$ cat config.mk
export PLATFORM = sky130hd
export DESIGN_NAME = exvr_rot_stage
export DESIGN_NICKNAME = d
export VERILOG_FILES = /design/src/hw/rtl/exvr_pkg.sv /design/src/hw/rtl/exvr_rot_stage.sv
export SDC_FILE = /design/constraint.sdc
export NUM_CORES = 2
export LEC_CHECK = 0
export BUFFER_PORTS_ARGS = -buffer_cell sky130_fd_sc_hd__clkbuf_2
export CELL_PAD_IN_SITES_DETAIL_PLACEMENT = 1
export CELL_PAD_IN_SITES_GLOBAL_PLACEMENT = 1
export CORE_ASPECT_RATIO = 0.75
export CORE_MARGIN = 4
export CORE_UTILIZATION = 30
export CTS_BUF_LIST = sky130_fd_sc_hd__clkbuf_4 sky130_fd_sc_hd__clkbuf_8 sky130_fd_sc_hd__clkbuf_16
export CTS_CLUSTER_SIZE = 28
export DETAILED_ROUTE_END_ITERATION = 8
export PLACE_DENSITY = 0.51
export SLEW_MARGIN = 20
export SYNTH_ARGS = -nofsm -noshare
export SYNTH_HDL_FRONTEND = slang
export SYNTH_SLANG_ARGS = --single-unit
$ cat constraint.sdc
create_clock -name clk -period 17.55 [get_ports clk]
set_clock_uncertainty 0.2 [all_clocks]
set_input_delay 3.51 -clock clk [delete_from_list [all_inputs] [get_ports clk]]
set_output_delay 3.51 -clock clk [all_outputs]
set_load 0.03 [all_outputs]
$ cat src/hw/rtl/exvr_pkg.sv
// ----------------------------------------------------------------------------
// exvr_pkg
// Shared types, register indexes and the round/saturate helper for the
// Euler XYZ vertex rotator.
// ----------------------------------------------------------------------------
package exvr_pkg;

  localparam int CoordW = 16;
  localparam int FracBits = 14;
  localparam int ProdW = 2 * CoordW;
  localparam int SumW = ProdW + 1;
  localparam int CfgAddrW = 3;

  typedef logic signed [CoordW-1:0] coord_t;
  typedef logic signed [ProdW-1:0] prod_t;
  typedef logic signed [SumW-1:0] sum_t;

  typedef struct packed {
    logic signed [CoordW-1:0] in_x;
    logic signed [CoordW-1:0] in_y;
    logic signed [CoordW-1:0] in_z;
  } in_vertex_t;

  typedef struct packed {
    logic signed [CoordW-1:0] out_x;
    logic signed [CoordW-1:0] out_y;
    logic signed [CoordW-1:0] out_z;
  } out_vertex_t;

  typedef enum logic [CfgAddrW-1:0] {
    REG_COS_ROLL  = 3'd0,
    REG_SIN_ROLL  = 3'd1,
    REG_COS_PITCH = 3'd2,
    REG_SIN_PITCH = 3'd3,
    REG_COS_YAW   = 3'd4,
    REG_SIN_YAW   = 3'd5
  } cfg_reg_t;

  localparam coord_t CosReset = 16'sd16384;
  localparam coord_t SinReset = 16'sd0;
  localparam coord_t CoordMax = 16'sh7fff;
  localparam coord_t CoordMin = 16'sh8000;

  // floor((sum + 2^13) / 2^14), clamped to 16 bits
  function automatic coord_t round_sat(input sum_t sum);
    logic signed [SumW:0] biased;
    logic signed [SumW-FracBits:0] q;
    biased = (SumW+1)'(sum) + (SumW+1)'(signed'(1 <<< (FracBits - 1)));
    q = biased[SumW:FracBits];
    if (q > (SumW-FracBits+1)'(CoordMax)) begin
      return CoordMax;
    end else if (q < (SumW-FracBits+1)'(CoordMin)) begin
      return CoordMin;
    end
    return q[CoordW-1:0];
  endfunction

endpackage

$ cat src/hw/rtl/exvr_rot_stage.sv
// ----------------------------------------------------------------------------
// exvr_rot_stage
// One plane rotation, two register stages: products, then sum/round/sat.
// u' = u*c - v*s, v' = u*s + v*c; w passes through.
// ----------------------------------------------------------------------------
module exvr_rot_stage (
  input  logic            clk,
  input  logic            rst_n,
  input  logic            en,
  input  logic            in_vld,
  input  exvr_pkg::coord_t in_u,
  input  exvr_pkg::coord_t in_v,
  input  exvr_pkg::coord_t in_w,
  input  exvr_pkg::coord_t c,
  input  exvr_pkg::coord_t s,
  output logic            out_vld,
  output exvr_pkg::coord_t out_u,
  output exvr_pkg::coord_t out_v,
  output exvr_pkg::coord_t out_w
);
  import exvr_pkg::*;

  logic   vld1_r, vld2_r;
  prod_t  uc_r, vs_r, us_r, vc_r;
  coord_t w1_r, u2_r, v2_r, w2_r;
  coord_t u_nxt, v_nxt;

  always_ff @(posedge clk) begin
    if (!rst_n) begin
      vld1_r <= 1'b0;
      vld2_r <= 1'b0;
    end else if (en) begin
      vld1_r <= in_vld;
      vld2_r <= vld1_r;
    end
  end

  // stage A: four products
  always_ff @(posedge clk) begin
    if (en) begin
      uc_r <= ProdW'(in_u) * ProdW'(c);
      vs_r <= ProdW'(in_v) * ProdW'(s);
      us_r <= ProdW'(in_u) * ProdW'(s);
      vc_r <= ProdW'(in_v) * ProdW'(c);
      w1_r <= in_w;
    end
  end

  always_comb begin
    u_nxt = round_sat(SumW'(uc_r) - SumW'(vs_r));
    v_nxt = round_sat(SumW'(us_r) + SumW'(vc_r));
  end

  // stage B: rounded, saturated pair
  always_ff @(posedge clk) begin
    if (en) begin
      u2_r <= u_nxt;
      v2_r <= v_nxt;
      w2_r <= w1_r;
    end
  end

  assign out_vld = vld2_r;
  assign out_u   = u2_r;
  assign out_v   = v2_r;
  assign out_w   = w2_r;

endmodule

======== After elaboration in Yosys (flattened, before gate mapping) ========
Cells that the tools add are included.
word-level totals
  register bits ........................... 194
  input bits .............................. 84
  output and inout bits ................... 49
  logic and storage cells ................. 32
operators by class
  add/sub/neg operators ................... 4
  multipliers ............................. 4
  magnitude comparators ................... 4
  mux-type cells .......................... 10
operators by type and width
  cell                      count
  $mul A16 B16 Y32          4
  $mux W16                  6
  $add A33 B15 Y34 const B  2
  $gt A20 B16 Y1 const B    2
  $lt A20 B16 Y1 const B    2
  $add A32 B32 Y33          1
  $sub A32 B32 Y33          1
  $mux W1                   4

======== Depth between registers and ports, before layout ========
  depth after elaboration ................. 6
  depth in mapped cells ................... 25
  depth with buffers taken out ............ 23

======== Worst setup path after synthesis ========
No wires, ideal clock.
  path type ............................... input to register
  start ................................... in s[1]
  end ..................................... reg vs_r[31] (data pin)
  library setup time ...................... 0.260 ns
  arrival time ............................ 9.395 ns
  required time ........................... 17.090 ns
  slack ................................... 7.695 ns
  cell stages on the path ................. 22
  buffers on the path ..................... 1
  path through ............................ clkbuf_1 -> nand2_1 -> fa_1 -> fa_1 -> fa_1 -> inv_1 -> fa_1 -> fa_1 -> inv_1 -> fa_1 -> inv_1 -> ha_1 -> a21o_1 -> a21o_1 -> a21o_1 -> a21o_1 -> a2111oi_0 -> nor4_1 -> a2111o_1 -> a31o_2 -> a21oi_1 -> xnor2_1
on the way
  word-level cells in the longest chain between the ends .. 1
RTL lines
  what                    line                  text
  start: declaration      exvr_rot_stage.sv:15  input exvr_pkg::coord_t s,
  $mul A16 B16 Y32        exvr_rot_stage.sv:42  vs_r <= ProdW'(in_v) * ProdW'(s);
  end signal: assignment  exvr_rot_stage.sv:42
  end: declaration        exvr_rot_stage.sv:24  prod_t uc_r, vs_r, us_r, vc_r;
Every way passes these cells.
A chain may end at the register's enable or synchronous reset.

======== Final worst setup path ========
  start ................................... in s[4]
  end ..................................... reg vs_r[30] (data pin)
The elaborated chain is that of the path after synthesis.

==> results_dict.tcl <==
set metrics [dict create \
    end_kind "flop" \
    clk_pin_slew_ps 80 \
    place.gp.congestion 0.7841 \
    finalHoldViolCount 0 \
    crit_path_top_delay_cell "a311oi_1" \
    critPathKind "input port to flop" \
    coreArea_mm2 0.1603 \
    ys_ff_latch 194 \
    avgRoutedWirePerCell_um 19.34 \
    clk_path_buf_depth 2 \
    track_usage_pct 17.15 \
    die_y_um 356.4 \
    clkSinkCount 194 \
    setup_tns_ps 0 \
    maxSlewViolCount 0 \
    critical-path-top-delay-family "adder cells" \
    place_hpwl_um 109900 \
    htree_levels 4 \
    rows 127 \
    synth_edf_count 192 \
    grt_pass1_vias 36960 \
    syn_to_final_growth_pct 7.423 \
    fin_crit_ps 10670 \
    slowest_delay_ps 730 \
    reg2reg_from "vs_r[2]$_DFFE_PP_" \
    cts-root-buf "clkbuf_16" \
    die-area_mm2 0.1684 \
    grt_overflow 0 \
    post_cts_resized 0 \
    netlist_area_mm2 0.04855 \
    ctsHoldBuffers 0 \
    synth_area_leader_cell "fa_1" \
    synth_cell_types 66 \
    max_freq_mhz 93.69 \
    path_cells "clkbuf_2, and2_1, fa_1, inv_1, fa_1, fa_1, fa_1, inv_1, fa_1, fa_1, ha_1, a21o_1, a21o_1, a21oi_1, o21ai_0, a311oi_1, o31ai_1, a2111o_1, a31o_2, a21oi_1, xnor2_1" \
    nNetsFinal 6570 \
    finalSetupViolations 0 \
    hold_path.startpoint "w1_r[7]$_DFFE_PP_" \
    synth.area.top_cells "fa_1 43%, edfxtp_1 12%, ha_1 12%, inv_1 9.1%, and2_1 6.4%" \
    worstPathMaxFanout 32 \
    cap_viol_max_count 0 \
    clock_latency_ps 540 \
    rsz0062_at_grt "false" \
    synthArstFlopShare_pct 0 \
    slew_headroom_pct 24.31 \
    routed_via_density 4.586 \
    crit_arrival_ps 10770 \
    drt-pass1-iter-count 5 \
    drive_gt1_share_pct 4.742 \
    critPathLaunchType "input port" \
    synthFlopType "edfxtp_1" \
    layout_common_cells "1183 x inv_1, 1048 x fa_1, 525 x nand2_1, 496 x and2_1, 452 x ha_1" \
    fillerInstances 18250 \
    io_pins 133 \
    post_cts_buffers 0 \
    die_w_um 472.5 \
    worst_pin_slew_ps 1135 \
    drt-initial-drc-count 1372 \
    crit_start "s[4]" \
    drc_errors 0 \
    cts_tree "built" \
    wl_um 137900 \
    grt_start_max_net_pins 59 \
    numCtsBuffers 17 \
    portBuffers 132 \
    yosys.area.top_type_share_pct 43.22 \
    synthCells 4979 \
    num_vias 32710 \
    status "finished, final reports clean" \
    drtAntennaViolNets 0 \
    period_share_pct 60.82 \
    start_util_pct 30.28 \
    antenna_found_initial 11 \
    yosys_warnings 0 \
    crit_top_cell "fa_1" \
    avgSynthCellArea_um2 9.750 \
    hold_path.class "flop to flop" \
    grt_first_pass_wirelength_um 221100 \
    synth_seq_area_share_pct 11.96 \
    cp.required_ps 17650 \
    syn_nets 6563 \
    final_common_cell "inv_1" \
    cp_num_buf_inv 3 \
]
[metrics by stage]
step | setup WS, ps | cell area [um2] | hold WS (ps) | util (%) | std cells
2_1_floorplan | 7695 | 48550 | 200.3 | - | 4979
5_1_grt | 6429 | 52140 | 228.8 | 32.52 | 7127
3_3_place_gp | 6416 | 51530 | 200.4 | 32.14 | 7095
4_1_cts | 6926 | 52110 | 219.9 | 32.50 | 7126
6_report | 6876 | 52150 | 220.0 | 32.53 | 7131
3_5_place_dp | 6295 | 51530 | 205.6 | 32.14 | 7095
[final timing paths]
kind                                           end  slack [ps]  cells after the start
worst max-delay path            vs_r[30]$_DFFE_PP_        6880                     21
worst min-delay path            out_w[7]$_DFFE_PP_         220                      0
worst max register to register  out_u[0]$_DFFE_PP_       12490                     13
worst min register to register  out_w[7]$_DFFE_PP_         220                      0
[synth_stat cells, types with 8 or more instances]
cell,n
o21ai_0,65
edfxtp_1,192
xor2_1,44
nor2_1,120
and2_1,496
o21a_1,31
inv_1,1183
clkbuf_1,195
a21oi_1,113
nand3_1,27
nor2b_1,14
xnor2_1,131
a21o_1,128
nand2_1,525
o21bai_1,11
and3_1,10
a211o_1,10
fa_1,1048
a31oi_1,8
nor3_1,27
a211oi_1,12
ha_1,452
nand4_1,10
nand2b_1,29
[logic make-up (layout without fill, tap and decap cells)]
group	count (synthesis)	after routing	synth area share (%)
muxes	2	2	0.04124
DFF	194	194	11.96
and+or+nand+nor	1277	1277	13.04
adders and majority gates	1500	1500	54.87
other	0	5	0
AOI/OAI and AO/OA	450	450	6.245
buffers and inverters	1381	1400	10.69
xor gates and xnor gates	175	175	3.157
[final cells by class]
type	count	area, um2	area share, %
inverters	1183	4441	8.515
flip-flops and latches	194	5806	11.13
repair buffers	186	1075	2.061
well taps	2128	2663	5.106
diodes	5	12.51	0.02399
clock buffers	20	447.9	0.8589
clock inverters	11	133.9	0.2567
multi-input cells	3404	37570	72.05
[worst reg2reg max path: stages, from the launching register on]
cell,delay [ps]
edfxtp_1,370
inv_1,80
ha_1,230
ha_1,270
nand2_1,40
o21ai_0,590
a31oi_1,340
nor3_1,550
o21ai_0,360
and2_1,300
o311ai_1,550
a41oi_1,230
nor2_2,590
a21o_1,220
[routing by layer]
| layer | vias to the layer above | wire [um] | GRT usage [%] |
|---|---|---|---|
| met5 | - | 0 | 0 |
| met4 | 0 | 2545 | 3.781 |
| met3 | 85 | 3528 | 1.917 |
| met2 | 321 | 59770 | 26.08 |
| met1 | 17310 | 72030 | 26.11 |
| li1 | 14990 | - | - |
[registers in the layout, summed over array words and instances (netlist names)]
name and flops:
uc_r 32, out_v 16, out_w 16, out_vld 1
out_u 16, vs_r 32, vc_r 32, us_r 32
w1_r 16, vld1_r 1
Power is left out: the tool's default activity adds up to more than one toggle a clock period on the data nets, which glitch-free logic cannot reach.
